### src/rtl/core/kvrsp_pkg.sv
// types, codes and helpers shared by the record stream parser
// no dependencies; imported by every module of the parser
package kvrsp_pkg;

    // bytes in each little-endian length field
    localparam int unsigned LEN_BYTES = 4;

    typedef enum logic [2:0] {
        PH_KLEN = 3'd0,
        PH_KEY  = 3'd1,
        PH_TAG  = 3'd2,
        PH_VLEN = 3'd3,
        PH_VAL  = 3'd4
    } t_phase;

    typedef logic [2:0] t_role;
    localparam t_role ROLE_KLEN = 3'd0;
    localparam t_role ROLE_KEY  = 3'd1;
    localparam t_role ROLE_TAG  = 3'd2;
    localparam t_role ROLE_VLEN = 3'd3;
    localparam t_role ROLE_VAL  = 3'd4;
    localparam t_role ROLE_NONE = 3'd5;

    typedef logic [2:0] t_status;
    localparam t_status STAT_OK        = 3'd0;
    localparam t_status STAT_KLEN_CUT  = 3'd1;
    localparam t_status STAT_KEY_CUT   = 3'd2;
    localparam t_status STAT_TAG_CUT   = 3'd3;
    localparam t_status STAT_VLEN_CUT  = 3'd4;
    localparam t_status STAT_VAL_CUT   = 3'd5;
    localparam t_status STAT_TOMB_VAL  = 3'd6;
    localparam t_status STAT_BAD_TAG   = 3'd7;

    // register index within the apb map
    localparam logic REG_DATA_TAG = 1'b0;
    localparam logic REG_TOMB_TAG = 1'b1;

    typedef struct packed {
        logic [7:0] data_tag;
        logic [7:0] tomb_tag;
    } t_tag_cfg;

    // per-word flags from the parse core
    typedef struct packed {
        logic [7:0] byte_out;
        t_role      role;
        logic       done;
        logic       tomb;
        t_status    status;
    } t_step_flags;

    function automatic t_role phase_role(input t_phase ph);
        t_role r;
        unique case (ph)
            PH_KLEN: r = ROLE_KLEN;
            PH_KEY:  r = ROLE_KEY;
            PH_TAG:  r = ROLE_TAG;
            PH_VLEN: r = ROLE_VLEN;
            PH_VAL:  r = ROLE_VAL;
            default: r = ROLE_NONE;
        endcase
        return r;
    endfunction

    function automatic t_status cut_status(input t_phase ph);
        t_status s;
        unique case (ph)
            PH_KLEN: s = STAT_KLEN_CUT;
            PH_KEY:  s = STAT_KEY_CUT;
            PH_TAG:  s = STAT_TAG_CUT;
            PH_VLEN: s = STAT_VLEN_CUT;
            PH_VAL:  s = STAT_VAL_CUT;
            default: s = STAT_KLEN_CUT;
        endcase
        return s;
    endfunction

    // places a byte at its little-endian lane
    function automatic logic [31:0] place_byte(input logic [7:0] b, input logic [1:0] idx);
        logic [31:0] w;
        unique case (idx)
            2'd0:    w = {24'd0, b};
            2'd1:    w = {16'd0, b, 8'd0};
            2'd2:    w = {8'd0, b, 16'd0};
            default: w = {b, 24'd0};
        endcase
        return w;
    endfunction

endpackage

### src/rtl/core/kvrsp_cfg_regs.sv
// apb register file holding the data and tombstone tag codes
// depends on kvrsp_pkg
module kvrsp_cfg_regs
    import kvrsp_pkg::*;
(
    input  logic        i_clk,
    input  logic        i_rst_n,
    input  logic        psel,
    input  logic        penable,
    input  logic        pwrite,
    input  logic [2:0]  paddr,
    input  logic [31:0] pwdata,
    output logic [31:0] prdata,
    output logic        pready,
    output t_tag_cfg    o_cfg
);

    logic [7:0] r_data_tag;
    logic [7:0] r_tomb_tag;
    logic       w_wr;
    logic       w_idx;

    assign pready = 1'b1;
    assign w_wr   = psel && penable && pwrite;
    // byte offset bits are ignored
    assign w_idx  = paddr[2];

    always_ff @(posedge i_clk) begin
        if (!i_rst_n) begin
            r_data_tag <= 8'd0;
            r_tomb_tag <= 8'd1;
        end else if (w_wr) begin
            if (w_idx == REG_DATA_TAG) begin
                r_data_tag <= pwdata[7:0];
            end else begin
                r_tomb_tag <= pwdata[7:0];
            end
        end
    end

    always_comb begin
        unique case (w_idx)
            REG_DATA_TAG: prdata = {24'd0, r_data_tag};
            default:      prdata = {24'd0, r_tomb_tag};
        endcase
    end

    assign o_cfg.data_tag = r_data_tag;
    assign o_cfg.tomb_tag = r_tomb_tag;

endmodule

### src/rtl/core/kvrsp_parse_core.sv
// parse state and the single-pass per-byte update
// depends on kvrsp_pkg; driven from the registered input word
module kvrsp_parse_core
    import kvrsp_pkg::*;
#(
    parameter int LENGTH_BITS = 32
) (
    input  logic                   i_clk,
    input  logic                   i_rst_n,
    input  logic                   i_step,
    input  logic                   i_command,
    input  logic [7:0]             i_data_byte,
    input  logic                   i_last_in_block,
    input  t_tag_cfg               i_cfg,
    output t_step_flags            o_flags,
    output logic [LENGTH_BITS-1:0] o_key_len,
    output logic [LENGTH_BITS-1:0] o_value_len
);

    localparam logic [LENGTH_BITS-1:0] REM_FULL = LENGTH_BITS'(LEN_BYTES);
    localparam logic [LENGTH_BITS-1:0] REM_ONE  = LENGTH_BITS'(1);
    localparam logic [LENGTH_BITS-1:0] LEN_ZERO = '0;

    t_phase                  r_phase,     n_phase;
    logic [LENGTH_BITS-1:0]  r_remaining, n_remaining;
    logic [LENGTH_BITS-1:0]  r_key_len,   n_key_len;
    logic [LENGTH_BITS-1:0]  r_val_len,   n_val_len;
    logic [7:0]              r_tag,       n_tag;
    t_status                 r_error,     n_error;

    logic                    w_finish;
    logic [LENGTH_BITS-1:0]  w_rem_norm;
    logic [LENGTH_BITS-1:0]  w_rem_dec;
    logic [LENGTH_BITS-1:0]  w_cnt_dec;
    logic [1:0]              w_idx;
    logic [31:0]             w_placed_full;
    logic [LENGTH_BITS-1:0]  w_placed;
    logic                    w_klen_first;
    logic                    w_is_data;
    logic                    w_is_tomb;

    // length-field counter wraps back to a full field where needed
    assign w_klen_first = (r_phase == PH_KLEN) && (r_remaining >= REM_FULL);
    assign w_rem_norm   = (w_klen_first ||
                           ((r_phase == PH_VLEN) &&
                            ((r_remaining > REM_FULL) || (r_remaining == LEN_ZERO))))
                          ? REM_FULL : r_remaining;
    assign w_rem_dec     = w_rem_norm - REM_ONE;
    assign w_cnt_dec     = (r_remaining != LEN_ZERO) ? (r_remaining - REM_ONE) : LEN_ZERO;
    assign w_idx         = 2'(3'(LEN_BYTES) - w_rem_norm[2:0]);
    assign w_placed_full = place_byte(i_data_byte, w_idx);
    assign w_placed      = w_placed_full[LENGTH_BITS-1:0];
    assign w_is_data     = (r_tag == i_cfg.data_tag);
    assign w_is_tomb     = (r_tag == i_cfg.tomb_tag);

    // next state
    always_comb begin
        n_phase     = r_phase;
        n_remaining = r_remaining;
        n_key_len   = r_key_len;
        n_val_len   = r_val_len;
        n_tag       = r_tag;
        n_error     = r_error;
        w_finish    = 1'b0;
        if (i_command) begin
            n_phase     = PH_KLEN;
            n_remaining = REM_FULL;
            n_key_len   = LEN_ZERO;
            n_val_len   = LEN_ZERO;
            n_tag       = 8'd0;
            n_error     = STAT_OK;
        end else if (r_error == STAT_OK) begin
            unique case (r_phase)
                PH_KLEN: begin
                    n_key_len   = (w_klen_first ? LEN_ZERO : r_key_len) | w_placed;
                    n_val_len   = w_klen_first ? LEN_ZERO : r_val_len;
                    n_remaining = w_rem_dec;
                    if (w_rem_dec == LEN_ZERO) begin
                        if (n_key_len == LEN_ZERO) begin
                            n_phase     = PH_TAG;
                            n_remaining = REM_ONE;
                        end else begin
                            n_phase     = PH_KEY;
                            n_remaining = n_key_len;
                        end
                    end
                end
                PH_KEY: begin
                    n_remaining = w_cnt_dec;
                    if (w_cnt_dec == LEN_ZERO) begin
                        n_phase     = PH_TAG;
                        n_remaining = REM_ONE;
                    end
                end
                PH_TAG: begin
                    n_tag       = i_data_byte;
                    n_phase     = PH_VLEN;
                    n_remaining = REM_FULL;
                    n_val_len   = LEN_ZERO;
                end
                PH_VLEN: begin
                    n_val_len   = r_val_len | w_placed;
                    n_remaining = w_rem_dec;
                    if (w_rem_dec == LEN_ZERO) begin
                        if (n_val_len == LEN_ZERO) begin
                            w_finish = 1'b1;
                        end else begin
                            n_phase     = PH_VAL;
                            n_remaining = n_val_len;
                        end
                    end
                end
                PH_VAL: begin
                    n_remaining = w_cnt_dec;
                    w_finish    = (w_cnt_dec == LEN_ZERO);
                end
                default: begin
                    n_phase     = PH_KLEN;
                    n_remaining = REM_FULL;
                end
            endcase

            if (w_finish) begin
                // data code wins when both tag codes match
                if (!w_is_data) begin
                    if (w_is_tomb) begin
                        if (n_val_len != LEN_ZERO) begin
                            n_error = STAT_TOMB_VAL;
                        end
                    end else begin
                        n_error = STAT_BAD_TAG;
                    end
                end
                n_phase     = PH_KLEN;
                n_remaining = REM_FULL;
            end

            // block ended away from a record boundary
            if (i_last_in_block && (n_error == STAT_OK) &&
                !((n_phase == PH_KLEN) && (n_remaining == REM_FULL))) begin
                n_error = cut_status(n_phase);
            end
        end
    end

    // outputs
    always_comb begin
        o_flags.byte_out = i_command ? 8'd0 : i_data_byte;
        o_flags.role     = (i_command || (r_error != STAT_OK)) ? ROLE_NONE
                                                               : phase_role(r_phase);
        o_flags.done     = w_finish && (w_is_data || (w_is_tomb && (n_val_len == LEN_ZERO)));
        o_flags.tomb     = w_finish && !w_is_data && w_is_tomb && (n_val_len == LEN_ZERO);
        o_flags.status   = n_error;
        o_key_len        = n_key_len;
        o_value_len      = n_val_len;
    end

    always_ff @(posedge i_clk) begin
        if (!i_rst_n) begin
            r_phase     <= PH_KLEN;
            r_remaining <= REM_FULL;
            r_key_len   <= LEN_ZERO;
            r_val_len   <= LEN_ZERO;
            r_tag       <= 8'd0;
            r_error     <= STAT_OK;
        end else if (i_step) begin
            r_phase     <= n_phase;
            r_remaining <= n_remaining;
            r_key_len   <= n_key_len;
            r_val_len   <= n_val_len;
            r_tag       <= n_tag;
            r_error     <= n_error;
        end
    end

endmodule

### src/rtl/core/kv_record_stream_parser.sv
// top level of the key/value record stream parser: input and result registers
// depends on kvrsp_pkg, kvrsp_cfg_regs and kvrsp_parse_core
//
//  channel  | handshake           | payload
//  ---------+---------------------+---------------------------------------------
//  input    | i_valid / o_stall   | i_command, i_data_byte, i_last_in_block
//  result   | o_valid / i_stall   | o_byte_out, o_byte_role, o_record_done,
//           |                     | o_is_tombstone, o_key_len_out,
//           |                     | o_value_len_out, o_status
//  config   | apb psel/penable    | paddr, pwdata, prdata, pready
//
// one word per cycle while i_stall is low; a word passes the input register, then the
// result register, from which its result is shown on the result channel
// the parse state updates as a word moves from the input to the result register
// synchronous active-low reset; no clearing pass, the block takes words at once
// a stalled result holds, and one more word can wait in the input register
module kv_record_stream_parser
    import kvrsp_pkg::*;
#(
    parameter int LENGTH_BITS = 32
) (
    input  logic                   i_clk,
    input  logic                   i_rst_n,
    input  logic                   psel,
    input  logic                   penable,
    input  logic                   pwrite,
    input  logic [2:0]             paddr,
    input  logic [31:0]            pwdata,
    output logic [31:0]            prdata,
    output logic                   pready,
    input  logic                   i_valid,
    output logic                   o_stall,
    input  logic                   i_command,
    input  logic [7:0]             i_data_byte,
    input  logic                   i_last_in_block,
    output logic                   o_valid,
    input  logic                   i_stall,
    output logic [7:0]             o_byte_out,
    output logic [2:0]             o_byte_role,
    output logic                   o_record_done,
    output logic                   o_is_tombstone,
    output logic [LENGTH_BITS-1:0] o_key_len_out,
    output logic [LENGTH_BITS-1:0] o_value_len_out,
    output logic [2:0]             o_status
);

    t_tag_cfg               w_cfg;
    t_step_flags            w_flags;
    logic [LENGTH_BITS-1:0] w_key_len;
    logic [LENGTH_BITS-1:0] w_val_len;

    logic                   r_in_valid;
    logic                   r_in_cmd;
    logic [7:0]             r_in_byte;
    logic                   r_in_last;

    logic                   r_out_valid;
    t_step_flags            r_out_flags;
    logic [LENGTH_BITS-1:0] r_out_key_len;
    logic [LENGTH_BITS-1:0] r_out_val_len;

    logic                   w_out_free;
    logic                   w_in_free;
    logic                   w_step;

    assign w_out_free = !r_out_valid || !i_stall;
    assign w_in_free  = !r_in_valid || w_out_free;
    assign w_step     = r_in_valid && w_out_free;
    assign o_stall    = !w_in_free;

    kvrsp_cfg_regs u_cfg (
        .i_clk   (i_clk),
        .i_rst_n (i_rst_n),
        .psel    (psel),
        .penable (penable),
        .pwrite  (pwrite),
        .paddr   (paddr),
        .pwdata  (pwdata),
        .prdata  (prdata),
        .pready  (pready),
        .o_cfg   (w_cfg)
    );

    kvrsp_parse_core #(
        .LENGTH_BITS (LENGTH_BITS)
    ) u_core (
        .i_clk           (i_clk),
        .i_rst_n         (i_rst_n),
        .i_step          (w_step),
        .i_command       (r_in_cmd),
        .i_data_byte     (r_in_byte),
        .i_last_in_block (r_in_last),
        .i_cfg           (w_cfg),
        .o_flags         (w_flags),
        .o_key_len       (w_key_len),
        .o_value_len     (w_val_len)
    );

    // input register
    always_ff @(posedge i_clk) begin
        if (!i_rst_n) begin
            r_in_valid <= 1'b0;
        end else if (w_in_free) begin
            r_in_valid <= i_valid;
        end
    end

    always_ff @(posedge i_clk) begin
        if (w_in_free && i_valid) begin
            r_in_cmd  <= i_command;
            r_in_byte <= i_data_byte;
            r_in_last <= i_last_in_block;
        end
    end

    // result register
    always_ff @(posedge i_clk) begin
        if (!i_rst_n) begin
            r_out_valid <= 1'b0;
        end else if (w_out_free) begin
            r_out_valid <= r_in_valid;
        end
    end

    always_ff @(posedge i_clk) begin
        if (w_step) begin
            r_out_flags   <= w_flags;
            r_out_key_len <= w_key_len;
            r_out_val_len <= w_val_len;
        end
    end

    assign o_valid         = r_out_valid;
    assign o_byte_out      = r_out_flags.byte_out;
    assign o_byte_role     = r_out_flags.role;
    assign o_record_done   = r_out_flags.done;
    assign o_is_tombstone  = r_out_flags.tomb;
    assign o_status        = r_out_flags.status;
    assign o_key_len_out   = r_out_key_len;
    assign o_value_len_out = r_out_val_len;

endmodule

### config.mk
export PLATFORM = sky130hd
export DESIGN_NAME = kv_record_stream_parser
export DESIGN_NICKNAME = d
export VERILOG_FILES = /design/src/rtl/core/kvrsp_pkg.sv /design/src/rtl/core/kvrsp_cfg_regs.sv /design/src/rtl/core/kvrsp_parse_core.sv /design/src/rtl/core/kv_record_stream_parser.sv
export SDC_FILE = /design/constraint.sdc
export NUM_CORES = 1
export LEC_CHECK = 0
export ABC_CLOCK_PERIOD_IN_PS = 5100
export BUFFER_PORTS_ARGS = -buffer_cell sky130_fd_sc_hd__buf_4
export CAP_MARGIN = 30
export CORE_MARGIN = 10
export CORE_UTILIZATION = 53
export CTS_CLUSTER_SIZE = 30
export DETAILED_ROUTE_END_ITERATION = 8
export GPL_ROUTABILITY_DRIVEN = 0
export PLACE_DENSITY_LB_ADDON = 0.2
export SLEW_MARGIN = 25
export SYNTH_ARGS = -nofsm -noshare
export SYNTH_HDL_FRONTEND = slang
export SYNTH_SLANG_ARGS = --single-unit
### constraint.sdc
create_clock -name i_clk -period 5.1 [get_ports i_clk]
set_input_delay 0.765 -clock i_clk [delete_from_list [all_inputs] [get_ports i_clk]]
set_output_delay 0.765 -clock i_clk [all_outputs]
set_load 0.01 [all_outputs]
==> results of run 1 <==
## Yosys cell counts, drive strengths merged (13+ instances only)
library cell	number
a22oi	71
edfxtp	90
nor3	44
nand3	34
a211oi	21
a21o	15
and2	32
xor2	20
o21ai	82
a32oi	27
o22ai	19
a21oi	82
clkbuf	106
nand4	18
nor4	38
nor2	119
nand2	148
and3	13
o211ai	15
xnor2	31
inv	17
nor2b	77
o31ai	14
dfxtp	128
buf	41
a21boi	25
## metal layers
layer  wire [µm]  part of all wire [%]  global-route usage (%)
met1       17700                    38                    37.6
met2       18800                    41                    40.5
met3        6720                    14                    8.19
met4        3130                   6.7                    16.5
met5          25                 0.054                       0
## state kept, by name, summed over array words and instances (netlist names)
signal / flops
o_key_len_out: 32
o_value_len_out: 32
u_core.r_key_len: 32
u_core.r_remaining: 32
u_core.r_val_len: 32
o_byte_out: 8
r_in_byte: 8
u_cfg.r_data_tag: 8
u_cfg.r_tomb_tag: 8
u_core.r_tag: 8
o_byte_role: 3
o_status: 3
u_core.r_error: 3
u_core.r_phase: 3
o_is_tombstone: 1
o_record_done: 1
o_valid: 1
r_in_cmd: 1
r_in_last: 1
r_in_valid: 1
## through the flow
stage	setup WS [ns]	utilization (%)	instance area, µm²
final	0.265	63.3	15000
after global routing	0.00380	63.3	15000
after CTS	0.112	63.1	14900
after detailed placement	0.144	59.7	14100
after global placement	0.215	59.7	14100
after floorplan	0.0129	-	12900
## critical path: cells and delay by family, from the launching register on
family | cells | cell delay [ns]
DFF | 1 | 0.44
AOI/OAI and AO/OA | 6 | 1.43
buffers and inverters | 3 | 0.41
and+or+nand+nor | 6 | 1.75
adders and majority gates | 2 | 0.51
## timing repair
| item | in CTS | in global routing |
|---|---|---|
| setup endpoints to repair | 0 | 25 |
| hold buffers | 0 | 0 |
| setup buffers | 0 | 0 |
| gates resized for setup | 0 | 5 |
## cells by family after synthesis
logic type	after synthesis	share of synthesized area, %
buffers and inverters	165	5.79
other	2	0.0584
XOR/XNOR	51	3.47
flip-flops	218	41.0
AND/OR/NAND/NOR	590	24.0
AO/OA/AOI/OAI	446	23.7
multiplexers	16	1.32
adder cells (fa/ha/maj)	7	0.681
## worst paths after layout
kind,startpoint,endpoint,slack (ns),depth (start not counted)
worst max-delay path,u_core.r_remaining[1]$_SDFFE_PN0P_,o_status[2]$_DFFE_PP_,0.26,17
worst min-delay path,i_data_byte[2],r_in_byte[2]$_DFFE_PP_,0.40,1
worst max register to register,u_core.r_remaining[1]$_SDFFE_PN0P_,o_status[2]$_DFFE_PP_,0.26,17
worst min register to register,u_cfg.r_data_tag[3]$_SDFFE_PN0P_,u_cfg.r_data_tag[3]$_SDFFE_PN0P_,0.49,2
## where the power goes
| part | leakage (µW) | total (µW) | switching, µW | internal [µW] |
|---|---|---|---|---|
| Clock | 0.000391 | 1800 | 765 | 1030 |
| Sequential | 0.00190 | 1890 | 32.8 | 1860 |
| Combinational | 0.00323 | 433 | 286 | 147 |
| Total | 0.00552 | 4120 | 1080 | 3040 |
## area by class of cell
| class | instances | area (µm²) |
|---|---|---|
| multi-input cells | 1135 | 6980 |
| well taps | 319 | 399 |
| flip-flops and latches | 218 | 5270 |
| clock inverters | 17 | 185 |
| repair buffers | 196 | 1480 |
| inverters | 18 | 68.8 |
| fillers | 2032 | 8690 |
| clock buffers | 26 | 618 |
==> metrics.cfg, run 1 <==
[synthesis]
synth.area.top_cells=edfxtp_1, dfxtp_1, nand2_1
synthDistinctLibCells=86
ys_ff_latch=218
yosys.area.top_type=edfxtp_1
synth-edff-count=90
synth_top_area_share_pct=21.0
ys.flop_type=dfxtp_1
yosysSeqAreaShare_pct=41.0
synthCells=1495
netlist_area_um2=12900
yosys_warnings=0
syn_avg_cell_area_um2=8.60
ys_async_sr_fraction_pct=0

[worst_setup_path]
crit_fanout=10
worstPathRequired_ns=5.38
path_class=reg -> reg
cp-end-kind=register
crit_path_start_kind=register
cp_slowest_cell=or4_4
critPathMaxStageDelay_ns=0.55
crit_path_frequent_cell=inv_1
arrival_ns=5.11
cp_cell_sequence=inv_1 -> ha_1 -> nor2b_1 -> a221oi_1 -> a32oi_2 -> nor2_1 -> inv_1 -> ha_2 -> nor4b_1 -> a211oi_1 -> or4_4 -> o41a_4 -> nor4_1 -> buf_4 -> nor3_1 -> a41oi_1 -> a21oi_1

[drt]
drtIter0Drc=2176
dr.pass1.iters=6
avgViaCountPerCell=6.69
route.detailed.drc=0
wire_per_inst_um=24.0
routed_wl_um=46400
vias=12900
ant_nets=0

[layout]
layout.cells.non_filler=1929
syn2layout_area_growth_pct=16.6
final_cell_mix=buf_4, nand2_1, dfxtp_1
final_common_cell=buf_4
nets=1652
diodes=0
drive_gt1_share_pct=17.5

[place]
dp_hpwl_um=33200
placedCellCount=1884
portBuffers=115

[clock_network]
cts_root_buffer=clkbuf_16
numCtsBuffers=24
h-tree-depth=1
clkSinkCount=218
insertion_delay_ns=0.55
clkTransAtPathRegs_ns=0.06
cts_buffer_depth=3
cts_tree=built

[sta]
finalClockSkew_ns=0.0244
fin_crit_ns=4.84
setup_tns_ns=0
clock.fmax_mhz=207
setup_viol=0
slew_headroom_pct=38.6
hold_viol_final=0
rsz0062_at_grt=false
period_share_pct=94.8
hold_ws_ns=0.398
drv_slew=0
tightest_slew_ns=0.921

[die]
ioPinCount=167
rows=56
core-area_um2=23700
die_area_um2=30900
die_h_um=176
initial_core_util_pct=54.3
die_x_um=176

[power_and_ir_drop]
p_leak_uw=0.00552
max-vdd-ir-drop_mv=0.254
p_total_uw=4120
power_density_nw_per_um2=275

[grt]
grt_max_degree=99
overflow=0
grt_usage_pct=28.4
antenna_found_initial=3
grt_pass1_vias=12000
grt_pass1_wl_um=70200

[run_status]
status=finished clean

[run]
maxCapViolCount=0

[worst_hold_path]
hp-class=in -> reg

Note: power is estimated with default switching activity, not from simulation.
==> inputs of run 2 (changes only) <==
Settings changed: CTS_BUF_LIST set to sky130_fd_sc_hd__clkbuf_16.
==> metrics.cfg, run 2 (synthesis results as in run 1) <==
[run_status]
status=finished clean

[run]
maxCapViolCount=0  ; unchanged

[place]
dp_hpwl_um=33200  ; unchanged
portBuffers=115  ; unchanged

[die]
die_h_um=176  ; unchanged
ioPinCount=167  ; unchanged
core-area_um2=23700  ; unchanged
die_area_um2=30900  ; unchanged
rows=56  ; unchanged
die_x_um=176  ; unchanged
initial_core_util_pct=54.3  ; unchanged

[drt]
avgViaCountPerCell=6.64  ; -0.68%
routed_wl_um=46200  ; -0.27%
drtIter0Drc=2104  ; -3.3%
wire_per_inst_um=24.0  ; -0.32%
route.detailed.drc=0  ; unchanged
ant_nets=0  ; unchanged
vias=12800  ; -0.63%
dr.pass1.iters=6  ; unchanged

[layout]
final_common_cell=buf_4
final_cell_mix=buf_4, nand2_1, dfxtp_1
drive_gt1_share_pct=17.5  ; -0.062 points
syn2layout_area_growth_pct=16.6  ; about the same
fill_cells=2035  ; +0.15%
multi_input_area_um2=6980  ; unchanged
ff_latch_area_um2=5270  ; unchanged
nets=1652  ; unchanged

[clock_network]
clkTransAtPathRegs_ns=0.07  ; about the same
cts_resized=0  ; unchanged
cts_setup_buffers=0  ; unchanged
cts_tree=built
cts_root_buffer=clkbuf_16
insertion_delay_ns=0.54  ; about the same
hold_buffers=0  ; unchanged
clkSinkCount=218  ; unchanged
cts_buffer_depth=3  ; unchanged
numCtsBuffers=24  ; unchanged
h-tree-depth=1  ; unchanged

[grt]
grt_max_degree=99  ; unchanged
grt_pass1_vias=12000  ; -0.0084%
overflow=0  ; unchanged
grt_usage_pct=28.4  ; about the same
antenna_found_initial=3  ; unchanged
grt_pass1_wl_um=70200  ; about the same

[power_and_ir_drop]
p_leak_uw=0.00552  ; about the same
power_density_nw_per_um2=273  ; -0.48%
max-vdd-ir-drop_mv=0.224  ; -12%

[sta]
finalClockSkew_ns=0.0169  ; -0.00750 ns
hold_viol_final=0  ; unchanged
period_share_pct=95.5  ; +0.66 points
hold_ws_ns=0.402  ; +0.00468 ns
tightest_slew_ns=0.914  ; -0.00645 ns
fin_crit_ns=4.87  ; +0.0335 ns
drv_slew=0  ; unchanged
setup_tns_ns=0  ; unchanged
rsz0062_at_grt=false
setup_viol=0  ; unchanged
slew_headroom_pct=39.0  ; +0.43 points
clock.fmax_mhz=205  ; -0.69%

[worst_setup_path]
cp-end-kind=register
path_class=reg -> reg
crit_fanout=10  ; unchanged
regToRegSetupSlack_ns=0.23  ; -0.03 ns
arrival_ns=5.33  ; +0.22 ns
worstPathRequired_ns=5.56  ; +0.18 ns
critPathLaunch=u_core.r_remaining[8]$_SDFFE_PN0P_
rr_startpoint=u_core.r_remaining[8]$_SDFFE_PN0P_
crit_path_start_kind=register

[worst_hold_path]
hold_start=i_data_byte[2]
hp-class=in -> reg

run 2: metrics by stage:
stage          cell area, µm²  power (µW)  worst slack, ns  utilization [%]  cells
2_1_floorplan           12900        2190           0.0129                -   1518
3_3_place_gp            14100        2330            0.215             59.7   1884
3_5_place_dp            14100        2340            0.144             59.7   1884
4_1_cts                 14900        4080            0.113             63.1   1927
5_1_grt                 15000        4210          0.00382             63.3   1929
6_report                15000        4100            0.231             63.3   1930
run 2: cell type report:
| type | instances | area share (%) |
|---|---|---|
| diodes | 1 | 0.0167 |
| well taps | 319 | 2.66 |
| multi-input cells | 1135 | 46.5 |
| clock buffers | 24 | 4.01 |
| flip-flops and latches | 218 | 35.1 |
| repair buffers | 196 | 9.89 |
| inverters | 18 | 0.459 |
| clock inverters | 19 | 1.29 |
run 2: worst max-delay path: stages (launching register included):
cell      delay [ns]
dfxtp_1         0.33
nor4_1          0.63
and4_1          0.37
a32oi_2         0.15
nor2_1          0.22
inv_1           0.12
ha_2            0.28
nor4b_1         0.34
a211oi_1        0.11
or4_4           0.55
o41ai_2         0.26
buf_4           0.18
nand4_1         0.22
buf_4           0.27
buf_4           0.17
o32a_1          0.35
o21a_1          0.12
o211ai_2        0.12
run 2: worst paths after layout:
path / to / cells past startpoint
worst max-delay path: u_core.r_remaining[13]$_SDFFE_PN0P_ / 17
worst min-delay path: r_in_byte[2]$_DFFE_PP_ / 1
worst max register to register: u_core.r_remaining[13]$_SDFFE_PN0P_ / 17
worst min register to register: u_cfg.r_data_tag[3]$_SDFFE_PN0P_ / 2
run 2: routing by layer:
layer  vias up  share of wire [%]  wire [µm]  global-route usage (%)
li1       5707                  -          -                       -
met3       236                 15       6880                    8.19
met5         -              0.019          9                       0
met2      1013                 41      18800                    40.4
met4         2                6.7       3080                    16.6
met1      5866                 38      17400                    37.6
run 2: where the power goes:
group / total (µW) / switching [µW] / leakage [µW] / internal (µW)
clock network: 1780 / 760 / 0.000390 / 1020
logic: 433 / 285 / 0.00323 / 147
registers: 1890 / 32.7 / 0.00190 / 1860
